## src/hw/rtl/u8u16_pkg.sv

```systemverilog
// Package for the UTF-8 to UTF-16 decoder: result item type, decode constants
// and the helper that turns a finished code point into UTF-16 units.
// Depends on nothing; used by the decode stage, output queue and top level.
`timescale 1ns / 1ps

package u8u16_pkg;

	// Code point limits and UTF-16 constants.
	localparam logic [30:0] MAX_CODE_POINT = 31'h10FFFF;
	localparam logic [30:0] SURR_START     = 31'h00D800;
	localparam logic [30:0] SURR_END       = 31'h00DFFF;
	localparam logic [30:0] PLANE1_START   = 31'h010000;
	localparam logic [15:0] HIGH_SURR_BASE = 16'hD800;
	localparam logic [15:0] LOW_SURR_BASE  = 16'hDC00;
	localparam logic [15:0] REPLACEMENT    = 16'hFFFD;

	// Lead byte class boundaries.
	localparam logic [7:0] LEAD_MIN   = 8'hC2;
	localparam logic [7:0] LEAD_BAD   = 8'hFE;
	localparam logic [7:0] ASCII_END  = 8'h80;
	localparam logic [7:0] LEAD3_MIN  = 8'hE0;
	localparam logic [7:0] LEAD4_MIN  = 8'hF0;
	localparam logic [7:0] LEAD5_MIN  = 8'hF8;
	localparam logic [7:0] LEAD6_MIN  = 8'hFC;

	// Smallest first continuation byte allowed when the lead byte adds no bits.
	localparam logic [7:0] LIMIT3 = 8'hA0;
	localparam logic [7:0] LIMIT4 = 8'h90;
	localparam logic [7:0] LIMIT5 = 8'h88;
	localparam logic [7:0] LIMIT6 = 8'h84;

	// Output queue geometry.
	localparam int OQ_DEPTH = 4;
	localparam int OQ_AW    = $clog2(OQ_DEPTH);
	localparam int OQ_CW    = $clog2(OQ_DEPTH + 1);

	// One result item.
	typedef struct packed {
		logic [15:0] code_unit;
		logic        replaced;
		logic        last_unit;
		logic        buffer_ok;
	} entry_t;

	// What one decode step hands to the output queue.
	typedef struct packed {
		logic [1:0] count;
		entry_t     e0;
		entry_t     e1;
	} step_t;

	// Units for a finished code point.
	typedef struct packed {
		logic [1:0]  count;
		logic        rep;
		logic [15:0] u0;
		logic [15:0] u1;
	} units_t;

	function automatic units_t to_units(input logic [30:0] cp, input logic bad);
		units_t      r;
		logic [20:0] v;
		v = cp[20:0] - PLANE1_START[20:0];
		r.count = 2'd1;
		r.rep   = 1'b0;
		r.u0    = cp[15:0];
		r.u1    = 16'h0000;
		if (bad || cp > MAX_CODE_POINT || (cp >= SURR_START && cp <= SURR_END)) begin
			r.u0  = REPLACEMENT;
			r.rep = 1'b1;
		end else if (cp >= PLANE1_START) begin
			r.count = 2'd2;
			r.u0    = HIGH_SURR_BASE + {6'd0, v[19:10]};
			r.u1    = LOW_SURR_BASE + {6'd0, v[9:0]};
		end
		return r;
	endfunction

endpackage

```

## src/hw/rtl/u8u16_decode.sv

```systemverilog
// Decode stage: holds the sequence state and turns one registered byte
// combinationally into zero, one or two result items.
// Depends on u8u16_pkg.
`timescale 1ns / 1ps

module u8u16_decode (
	input  logic              clk,
	input  logic              arst_n,
	input  logic              valid,
	input  logic [7:0]        data_byte,
	input  logic              end_of_buffer,
	output u8u16_pkg::step_t  step
);
	import u8u16_pkg::*;

	logic [2:0]  bytes_left_q, bytes_left_d;
	logic [30:0] acc_q, acc_d;
	logic        seq_bad_q, seq_bad_d;
	logic        first_q, first_d;
	logic [7:0]  limit_q, limit_d;
	logic        buf_bad_q, buf_bad_d;

	logic [1:0]  n;
	logic        rep;
	logic [15:0] u0, u1;
	logic        bad_now;
	logic [30:0] acc_new;
	logic [2:0]  left_new;
	logic        buf_bad_eff;
	units_t      fin;

	// Next sequence state and the units this byte produces.
	always_comb begin
		bytes_left_d = bytes_left_q;
		acc_d        = acc_q;
		seq_bad_d    = seq_bad_q;
		first_d      = first_q;
		limit_d      = limit_q;
		n            = 2'd0;
		rep          = 1'b0;
		u0           = 16'h0000;
		u1           = 16'h0000;
		bad_now  = seq_bad_q | (first_q && (data_byte < limit_q) && (acc_q == 31'd0));
		acc_new  = {acc_q[24:0], data_byte[5:0]};
		left_new = bytes_left_q - 3'd1;
		fin      = to_units(acc_new, bad_now);
		if (bytes_left_q == 3'd0) begin
			if (data_byte < ASCII_END) begin
				n  = 2'd1;
				u0 = {8'h00, data_byte};
			end else if (data_byte < LEAD_MIN || data_byte >= LEAD_BAD) begin
				n   = 2'd1;
				rep = 1'b1;
				u0  = REPLACEMENT;
			end else begin
				if (data_byte < LEAD3_MIN) begin
					bytes_left_d = 3'd1;
					acc_d        = {26'd0, data_byte[4:0]};
					limit_d      = 8'h00;
				end else if (data_byte < LEAD4_MIN) begin
					bytes_left_d = 3'd2;
					acc_d        = {27'd0, data_byte[3:0]};
					limit_d      = LIMIT3;
				end else if (data_byte < LEAD5_MIN) begin
					bytes_left_d = 3'd3;
					acc_d        = {28'd0, data_byte[2:0]};
					limit_d      = LIMIT4;
				end else if (data_byte < LEAD6_MIN) begin
					bytes_left_d = 3'd4;
					acc_d        = {29'd0, data_byte[1:0]};
					limit_d      = LIMIT5;
				end else begin
					bytes_left_d = 3'd5;
					acc_d        = {30'd0, data_byte[0]};
					limit_d      = LIMIT6;
				end
				seq_bad_d = 1'b0;
				first_d   = 1'b1;
				if (end_of_buffer) begin
					bytes_left_d = 3'd0;
					acc_d        = 31'd0;
					first_d      = 1'b0;
					limit_d      = 8'h00;
					n            = 2'd1;
					rep          = 1'b1;
					u0           = REPLACEMENT;
				end
			end
		end else if (data_byte == 8'h00) begin
			// A zero continuation byte ends the sequence as invalid.
			bytes_left_d = 3'd0;
			acc_d        = 31'd0;
			seq_bad_d    = 1'b0;
			first_d      = 1'b0;
			limit_d      = 8'h00;
			n            = 2'd1;
			rep          = 1'b1;
			u0           = REPLACEMENT;
		end else if (left_new == 3'd0 || end_of_buffer) begin
			// Sequence complete, or cut off by the end of the buffer.
			bytes_left_d = 3'd0;
			acc_d        = 31'd0;
			seq_bad_d    = 1'b0;
			first_d      = 1'b0;
			limit_d      = 8'h00;
			n            = 2'd1;
			rep          = 1'b1;
			u0           = REPLACEMENT;
			if (left_new == 3'd0) begin
				n   = fin.count;
				rep = fin.rep;
				u0  = fin.u0;
				u1  = fin.u1;
			end
		end else begin
			bytes_left_d = left_new;
			acc_d        = acc_new;
			seq_bad_d    = bad_now;
			first_d      = 1'b0;
		end
	end

	// Result items with end-of-buffer flags.
	always_comb begin
		buf_bad_eff = buf_bad_q | rep;
		buf_bad_d   = end_of_buffer ? 1'b0 : buf_bad_eff;
		step.count  = valid ? n : 2'd0;
		step.e0.code_unit = u0;
		step.e0.replaced  = rep;
		step.e0.last_unit = end_of_buffer && (n == 2'd1);
		step.e0.buffer_ok = end_of_buffer && (n == 2'd1) && !buf_bad_eff;
		step.e1.code_unit = u1;
		step.e1.replaced  = rep;
		step.e1.last_unit = end_of_buffer;
		step.e1.buffer_ok = end_of_buffer && !buf_bad_eff;
	end

	// Sequence state registers advance once per registered byte.
	always_ff @(posedge clk or negedge arst_n) begin
		if (!arst_n) begin
			bytes_left_q <= 3'd0;
			acc_q        <= 31'd0;
			seq_bad_q    <= 1'b0;
			first_q      <= 1'b0;
			limit_q      <= 8'h00;
			buf_bad_q    <= 1'b0;
		end else if (valid) begin
			bytes_left_q <= bytes_left_d;
			acc_q        <= acc_d;
			seq_bad_q    <= seq_bad_d;
			first_q      <= first_d;
			limit_q      <= limit_d;
			buf_bad_q    <= buf_bad_d;
		end
	end

endmodule

```

## src/hw/rtl/u8u16_outq.sv

```systemverilog
// Output queue: a small register queue that takes up to two result items per
// cycle from the decode stage and hands out one per cycle while m_tready is high.
// Depends on u8u16_pkg.
`timescale 1ns / 1ps

module u8u16_outq (
	input  logic                          clk,
	input  logic                          arst_n,
	input  u8u16_pkg::step_t              step,
	output logic [u8u16_pkg::OQ_CW-1:0]   level,
	output logic                          m_tvalid,
	input  logic                          m_tready,
	output u8u16_pkg::entry_t             m_entry
);
	import u8u16_pkg::*;

	entry_t             mem_q [OQ_DEPTH];
	logic [OQ_AW-1:0]   wptr_q, rptr_q;
	logic [OQ_CW-1:0]   count_q;
	logic               pop;
	logic [OQ_AW-1:0]   wptr_nxt;

	assign pop      = m_tvalid && m_tready;
	assign wptr_nxt = wptr_q + OQ_AW'(1);
	assign m_tvalid = (count_q != '0);
	assign m_entry  = mem_q[rptr_q];
	assign level    = count_q;

	// Entry storage; a surrogate pair lands in two consecutive slots.
	always_ff @(posedge clk) begin
		if (step.count != 2'd0) begin
			mem_q[wptr_q] <= step.e0;
		end
		if (step.count == 2'd2) begin
			mem_q[wptr_nxt] <= step.e1;
		end
	end

	// Pointers and fill count.
	always_ff @(posedge clk or negedge arst_n) begin
		if (!arst_n) begin
			wptr_q  <= '0;
			rptr_q  <= '0;
			count_q <= '0;
		end else begin
			wptr_q  <= wptr_q + OQ_AW'(step.count);
			rptr_q  <= rptr_q + OQ_AW'(pop);
			count_q <= count_q + OQ_CW'(step.count) - OQ_CW'(pop);
		end
	end

endmodule

```

## src/hw/rtl/utf8_to_utf16_decoder.sv

```systemverilog
// Top level of the UTF-8 to UTF-16 decoder: input register, decode stage and
// output queue. Depends on u8u16_pkg, u8u16_decode and u8u16_outq.
`timescale 1ns / 1ps

// The decoder takes one UTF-8 byte per cycle on the slave side while s_tready
// is high and produces UTF-16 code units on the master side. A byte is
// registered when accepted and decoded in the following cycle; its units enter
// the four-entry output queue at the end of that cycle and are offered on the
// master side from there. Bytes go in back to back at one per cycle while the
// queue has room; the master side moves one unit per cycle while m_tready is
// high, so a surrogate pair yields two units and the input then waits on queue
// space. s_tready depends only on the queue fill and on the units that the
// decode stage is producing, never on m_tready directly. Every end-of-buffer
// byte yields at least one unit, and the last unit of the buffer carries tlast
// together with the buffer-ok flag.
module utf8_to_utf16_decoder (
	input  logic        clk,
	input  logic        arst_n,
	input  logic        s_tvalid,
	output logic        s_tready,
	input  logic [7:0]  s_tdata,   // [7:0] data_byte
	input  logic        s_tlast,   // end_of_buffer
	output logic        m_tvalid,
	input  logic        m_tready,
	output logic [15:0] m_tdata,   // [15:0] code_unit
	output logic [1:0]  m_tuser,   // [0] replaced, [1] buffer_ok
	output logic        m_tlast    // last_unit
);
	import u8u16_pkg::*;

	logic               valid_s1;
	logic [7:0]         byte_s1;
	logic               eob_s1;
	step_t              step;
	logic [OQ_CW-1:0]   level;
	entry_t             head;
	logic [OQ_CW+1:0]   need;

	// Accept a byte only if the queue can still take two units from it after
	// the units of the byte now in decode are written.
	assign need     = (OQ_CW+2)'(level) + (OQ_CW+2)'(step.count) + (OQ_CW+2)'(2);
	assign s_tready = (need <= (OQ_CW+2)'(OQ_DEPTH));

	// Input register.
	always_ff @(posedge clk or negedge arst_n) begin
		if (!arst_n) begin
			valid_s1 <= 1'b0;
		end else begin
			valid_s1 <= s_tvalid && s_tready;
		end
	end

	always_ff @(posedge clk) begin
		if (s_tvalid && s_tready) begin
			byte_s1 <= s_tdata;
			eob_s1  <= s_tlast;
		end
	end

	u8u16_decode u_decode (
		.clk           (clk),
		.arst_n        (arst_n),
		.valid         (valid_s1),
		.data_byte     (byte_s1),
		.end_of_buffer (eob_s1),
		.step          (step)
	);

	u8u16_outq u_outq (
		.clk      (clk),
		.arst_n   (arst_n),
		.step     (step),
		.level    (level),
		.m_tvalid (m_tvalid),
		.m_tready (m_tready),
		.m_entry  (head)
	);

	// Master side payload.
	assign m_tdata = head.code_unit;
	assign m_tuser = {head.buffer_ok, head.replaced};
	assign m_tlast = head.last_unit;

endmodule

```

## config.mk

```make
export PLATFORM = sky130hd
export DESIGN_NAME = utf8_to_utf16_decoder
export DESIGN_NICKNAME = d
export VERILOG_FILES = /design/src/hw/rtl/u8u16_pkg.sv /design/src/hw/rtl/u8u16_decode.sv /design/src/hw/rtl/u8u16_outq.sv /design/src/hw/rtl/utf8_to_utf16_decoder.sv
export SDC_FILE = /design/constraint.sdc
export NUM_CORES = 1
export LEC_CHECK = 0
export ABC_AREA = 1
export ABC_CLOCK_PERIOD_IN_PS = 9500
export BUFFER_PORTS_ARGS = -buffer_cell sky130_fd_sc_hd__buf_4
export CAP_MARGIN = 0
export CORE_MARGIN = 4
export CORE_UTILIZATION = 45
export DETAILED_ROUTE_END_ITERATION = 12
export SETUP_SLACK_MARGIN = 0.3
export SYNTH_ARGS = -nofsm -noshare
export SYNTH_HDL_FRONTEND = slang
export SYNTH_SLANG_ARGS = --single-unit
```

## constraint.sdc

```tcl
create_clock -name clk -period 9.5 [get_ports clk]
set_clock_uncertainty 0.05 [all_clocks]
set_input_delay 2.375 -clock clk [delete_from_list [all_inputs] [get_ports clk]]
set_output_delay 2.375 -clock clk [all_outputs]
set_load 0.02 [all_outputs]
```

Word level (Yosys, flattened, before mapping):

Memories as Yosys holds them, arrays and structs flattened.
Cells that the tools add are included.

* equal/unequal tests: 4
* reductions and logical operators: 22
* muxes and demuxes: 76
* bitwise operators: 2
* $add $sub $neg: 11
* magnitude comparators: 13

Operators by type and width (number)
* 2-to-1 mux 31 bit: 9
* 2-to-1 mux 16 bit: 13
* 2-to-1 mux 8 bit: 9
* < comparator 8 bit, second input constant: 6
* adder 15 x 11 -> 16 bit, first input constant: 2
* 2-to-1 mux 32 bit: 1
* >= comparator 31 x 16 -> 1 bit, second input constant: 1
* >= comparator 31 x 17 -> 1 bit, second input constant: 1
* greater-than comparator 31 x 21 -> 1 bit, second input constant: 1
* less-or-equal comparator 31 x 16 -> 1 bit, second input constant: 1
* logical NOT 31 bit: 1
* 2-to-1 mux 3 bit: 9
* 2-to-1 mux 1 bit: 24
* 2-to-1 mux 2 bit: 10
* subtractor 20 x 17 -> 20 bit, second input constant: 1
* >= comparator 8 bit, second input constant: 1
* logical AND 1 bit: 8
* logical NOT 8 bit: 1
* < comparator 8 bit: 1
* logical NOT 3 bit: 2
* nonzero test 3 bit: 2
* adder 4 x 2 -> 5 bit, second input constant: 1
* less-or-equal comparator 5 x 3 -> 1 bit, second input constant: 1
* adder 3 x 2 -> 4 bit: 1
* other kinds (16): 21

* memory bits (writable): 76
* flip-flop bits (word level): 62
* input bits: 13
* memories kept: 1
* logic and storage cells: 141
* output and inout bits: 21

Memory list
* u_outq.mem_q: depth 4, bits a word 19, rd ports 1, clocked after memory_dff 0, write ports 2, line u8u16_outq.sv:17 `entry_t mem_q [OQ_DEPTH];`

Logic depth before layout (Yosys ltp):

* depth in word-level cells: 16
* depth in mapped cells: 22
* gate-level depth less buffers: 21

Modules after synthesis:

A second synthesis with hierarchy kept.

* cell total of the unflattened synthesis: 918
* area total of the unflattened synthesis: 7714.9 µm²

By module, submodules not included
* u8u16_outq: cells an instance 448, times used 1, area each 4165.2 µm², sequential area each 2457.4 µm²
* u8u16_decode: cells an instance 445, times used 1, area each 3151.8 µm², sequential area each 1051.0 µm²
* utf8_to_utf16_decoder: cells an instance 25, times used 1, area each 397.9 µm², sequential area each 295.3 µm²

Worst setup path before layout:

OpenSTA, ideal clock, no wires.

* kind: register -> output
* start point: register byte_s1[7]
* end point: output port s_tready
* data required time: 7075 ps
* path buffers: 1
* data arrival time: 2974 ps
* setup slack: 4101 ps
* stages on the path, launching flop included: 20
* path through: edfxtp_1 -> ha_1 -> inv_1 -> nor2_1 -> nand2_1 -> a21oi_1 -> nor2_1 -> nand2_1 -> nand2_1 -> nor2_4 -> nand3_4 -> inv_4 -> buf_6 -> nand2_1 -> ha_1 -> inv_1 -> ha_1 -> inv_1 -> fa_1 -> o21a_1

* cells in the longest elaborated chain, start to end: 15
* elaborated cells between the ends (all ways): 22
* classes of those cells: add/sub: 2; order compare: 5; mux: 8; bitwise: 1; reduce/logical: 6

RTL lines
* start: declaration: line utf8_to_utf16_decoder.sv:32 `logic [7:0] byte_s1;`
* start signal: assignment: line utf8_to_utf16_decoder.sv:55 `byte_s1 <= s_tdata;`
* < comparator 8 bit: line u8u16_decode.sv:43 `bad_now = seq_bad_q | (first_q && (data_byte < limit_q) && (acc_q == 31'd0));`
* logical AND 1 bit (2 in series): line u8u16_decode.sv:43
* OR 1 bit: line u8u16_decode.sv:43
* logical OR 1 bit (2 in series): line u8u16_pkg.sv:68 `if (bad || cp > MAX_CODE_POINT || (cp >= SURR_START && cp <= SURR_END)) begin`
* 2-to-1 mux 2 bit: line u8u16_pkg.sv:68
* 2-to-1 mux 2 bit: line u8u16_decode.sv:109 `if (left_new == 3'd0) begin`
* 2-to-1 mux 2 bit: line u8u16_decode.sv:99 `end else if (left_new == 3'd0 || end_of_buffer) begin`
* 2-to-1 mux 2 bit: line u8u16_decode.sv:89 `end else if (data_byte == 8'h00) begin`
* 2-to-1 mux 2 bit *: line u8u16_decode.sv:47 `if (bytes_left_q == 3'd0) begin`
* 2-to-1 mux 2 bit *: line u8u16_decode.sv:127 `step.count = valid ? n : 2'd0;`
* adder 3 x 2 -> 4 bit *: line utf8_to_utf16_decoder.sv:41 `assign need = (OQ_CW+2)'(level) + (OQ_CW+2)'(step.count) + (OQ_CW+2)'(2);`
* adder 4 x 2 -> 5 bit *: line utf8_to_utf16_decoder.sv:41
* less-or-equal comparator 5 x 3 -> 1 bit *: line utf8_to_utf16_decoder.sv:42 `assign s_tready = (need <= (OQ_CW+2)'(OQ_DEPTH));`
* end: declaration: line utf8_to_utf16_decoder.sv:20 `output logic s_tready,`

Mark *: on every way between the ends. The rest lies on a longest branch, timed or not.

Final worst setup path:

* start point: register byte_s1[4]
* end point: output port s_tready

* cells in the longest elaborated chain, start to end: 15
* elaborated cells between the ends (all ways): 28
* classes of those cells: add/sub: 2; order compare: 9; mux: 9; bitwise: 1; reduce/logical: 7

RTL lines (line)
* parallel branches: the longest is 10 deep, another holds greater-than comparator 31 x 21 -> 1 bit
* 2-to-1 mux 2 bit *: u8u16_decode.sv:47
* 2-to-1 mux 2 bit *: u8u16_decode.sv:127
* adder 3 x 2 -> 4 bit *: utf8_to_utf16_decoder.sv:41
* adder 4 x 2 -> 5 bit *: utf8_to_utf16_decoder.sv:41
* less-or-equal comparator 5 x 3 -> 1 bit *: utf8_to_utf16_decoder.sv:42

Mark *: on every way between the ends.

==> out/summary.txt <==
RePlAce Congestion - 0.8935
Worst Path Arrival - 3.96 ns
Overall Global Routing Usage - 0.2138
post-synth top area share - 0.3163
Seq/Total Area, Yosys - 0.4893
M1 GR Usage - 0.2953
DR vias/cell - 5.356
status - finished clean
crit-path max FO - 13
vias in the first global route - 5951
row count - 47
Worst-Skew Late Latency - 0.42 ns
chip height - 138.7 microns
Area contributors post-synth - edfxtp_1, dfrtp_1, nand2_1, o21ai_0, inv_1
die area - 0.01925 sq mm
Cell Count, Final, Fillers Out - 1192
initial antenna violation count - 0
first-pass GRT wire length - 32710 microns
post_cts resized - 0
initial DRC count - 561
filler cell count in the final layout - 1605
most used cell, CP - nand2_1
Period minus WS final - 6.386 ns
area of the multi-input gates - 0.003174 sq mm
met3 Use GR - 0.03552
post-layout util - 0.5184
critical path type - flip-flop to output port
Die W - 138.7 microns
commonest non-fill, non-tap cell in the layout - nand2_1
most frequent cells in the layout - nand2_1, inv_1, nor2_1, o21ai_0, edfxtp_1
detailed placement HPWL - 13630 microns
Fmax achieved - 156.6 MHz
Syn Area/Cell - 8.104 sq um
CTS Buf Count - 17
largest net degree at the start of global routing - 51
post-synth top area cell - edfxtp_1
total placed cells including tap cells - 1160
final setup fails - 0
Tcrit/Tclk final - 0.6722
CP Data Required Time - 7.08 ns
area delta synth->final - 12.17%
total congestion overflow - 0
count of warnings emitted by yosys - 0
Setup TNS - 0 ns
RSZ-0062 raised after global routing - no
Rel. slew slack - 0.2067
Final Slew Violations - 0
Cell Area, Synth - 0.007691 sq mm
nets - 992
TritonCTS clock tree - built
htree depth - 4
n_diodes - 0
Crit. Startpoint - byte_s1[4]$_DFFE_PP_
flops & latches, synth - 135
Cell variety after synth - 39
Worst IR Drop VDD - 0.0001600 V
Worst-path clk slew - 0.06 ns
syn nets - 982
number of setup buffers added after CTS - 0
DR DRC count - 0
Initial Utilization - 0.4621
worst r2r src - byte_s1[4]$_DFFE_PP_
register area - 0.003764 sq mm
worst-path cell chain - ha_1, nand2_1, inv_1, nand2_1, a21oi_1, nor2_1, nand2_1, nand2_1, nor2_4, nand3_4, inv_4, nand2_1, ha_1, inv_1, ha_1, inv_1, fa_1, o21a_1, buf_4
post-route ant nets - 0
met2 Use GR - 0.3338
vias - 6384
Longest Clk Path Bufs - 2
Root Buffer - clkbuf_16
total core area - 0.01664 sq mm
Worst Max-Slew Pin Slew - 1.189 ns
post-route cell area - 0.008627 sq mm
share of layout cells above drive strength 1 - 0.1039
port buffer count - 33
MaxCap Viol Count - 0
crit end category - output port
CP max stage cell - edfxtp_1
Post-DP Area - 0.007978 sq mm
Setup crit start kind - flip-flop
Clock Sinks - 135
Mapped Cells - 949
I/O Pins - 34
post-cts hold buffer count - 0
Hold Vio Cnt, Final - 0
layer with the highest usage - met2
LEAKAGE - 0.004071 uW
Routed WL - 20280 microns
slowest stage delay, CP - 0.62 ns
hold_sp - u_decode.acc_q[25]$_DFFE_PN0P_
pwr dens - 374.6 mW/mm^2
Hold WC Path Type - flip-flop to flip-flop
WL per Instance - 17.01 microns
drt first pass iters - 5
## cells by family after synthesis
group                      after synthesis  share of synthesized area
DFF                                    135                     0.4893
buffers and inverters                  172                    0.09793
and+or+nand+nor                        463                     0.2593
xor gates and xnor gates                 6                   0.006833
AOI/OAI and AO/OA                      153                     0.1121
adders and majority gates               20                    0.03449
## worst paths after layout
check / endpoint / slack [ns] / cells after the start
worst max-delay path: s_tready / 3.11 / 19
worst min-delay path: u_decode.acc_q[25]$_DFFE_PN0P_ / 0.44 / 2
worst max register to register: eob_s1$_DFFE_PP_ / 5.22 / 19
worst min register to register: u_decode.acc_q[25]$_DFFE_PN0P_ / 0.44 / 2
max in group asynchronous: u_decode.buf_bad_q$_DFFE_PN0P_ / 7.04 / 1
min in group asynchronous: u_decode.acc_q[18]$_DFFE_PN0P_ / 1.94 / 1
## where the power goes
part / leakage [uW] / internal [uW] / switching, uW
combinational: 0.00230 / 462 / 1130
sequential: 0.00146 / 774 / 135
clock: 0.000314 / 467 / 263
## Yosys cell counts (all sizes together)
cell,count
o211ai,6
o22ai,21
o31ai,9
clkbuf,22
xor2,4
nand3,65
inv,123
a22oi,5
edfxtp,81
dfxtp,4
a31oi,2
xnor2,2
and2,2
a21oi,17
nor2,120
fa,2
nor3,4
nand2,254
nand4,18
o21a,1
o21ai,92
ha,18
dfrtp,50
buf,27
## layout make-up
cell class / instances / area share
sequential: 135 / 0.4363
multi-input combinational: 642 / 0.3679
inverter: 123 / 0.05381
clock buffer: 17 / 0.04931
timing repair buffer: 40 / 0.03481
tap: 220 / 0.03191
clock inverter: 15 / 0.02596
## flip-flops by register name (all words and copies together) (netlist names)
signal,cells
u_decode.first_q,1
valid_s1,1
u_decode.limit_q,5
u_outq.level,3
eob_s1,1
u_decode.seq_bad_q,1
u_decode.acc_q,31
u_outq.wptr_q,2
u_decode.bytes_left_q,3
u_outq.rptr_q,2
u_decode.buf_bad_q,1
u_outq.mem_q,76
byte_s1,8
## critical path: cells and delay by family (launching register included)
family	cells	cell delay (ns)
compound gates	2	0.32
buf+inv	5	0.49
fa+ha+maj	4	1.32
flops	1	0.62
simple gates	8	0.79
## per-stage QoR
step	total power, uW	hold slack [ns]	worst slack [ns]
floorplan	2041	0.3998	4.101
global placement	2477	0.4147	3.648
detailed placement	2491	0.4226	3.588
CTS	3228	0.4373	3.099
global route	3474	0.4571	2.866
finish	3232	0.4366	3.114
## layer usage
metal | routed length [microns] | share of wire | up-vias
met5 | 0 | 0 | -
met3 | 1139 | 0.056 | 47
met1 | 9253 | 0.46 | 2984
li1 | - | - | 3123
met4 | 731 | 0.036 | 0
met2 | 9151 | 0.45 | 230
Note: power is estimated with default switching activity, not from simulation.
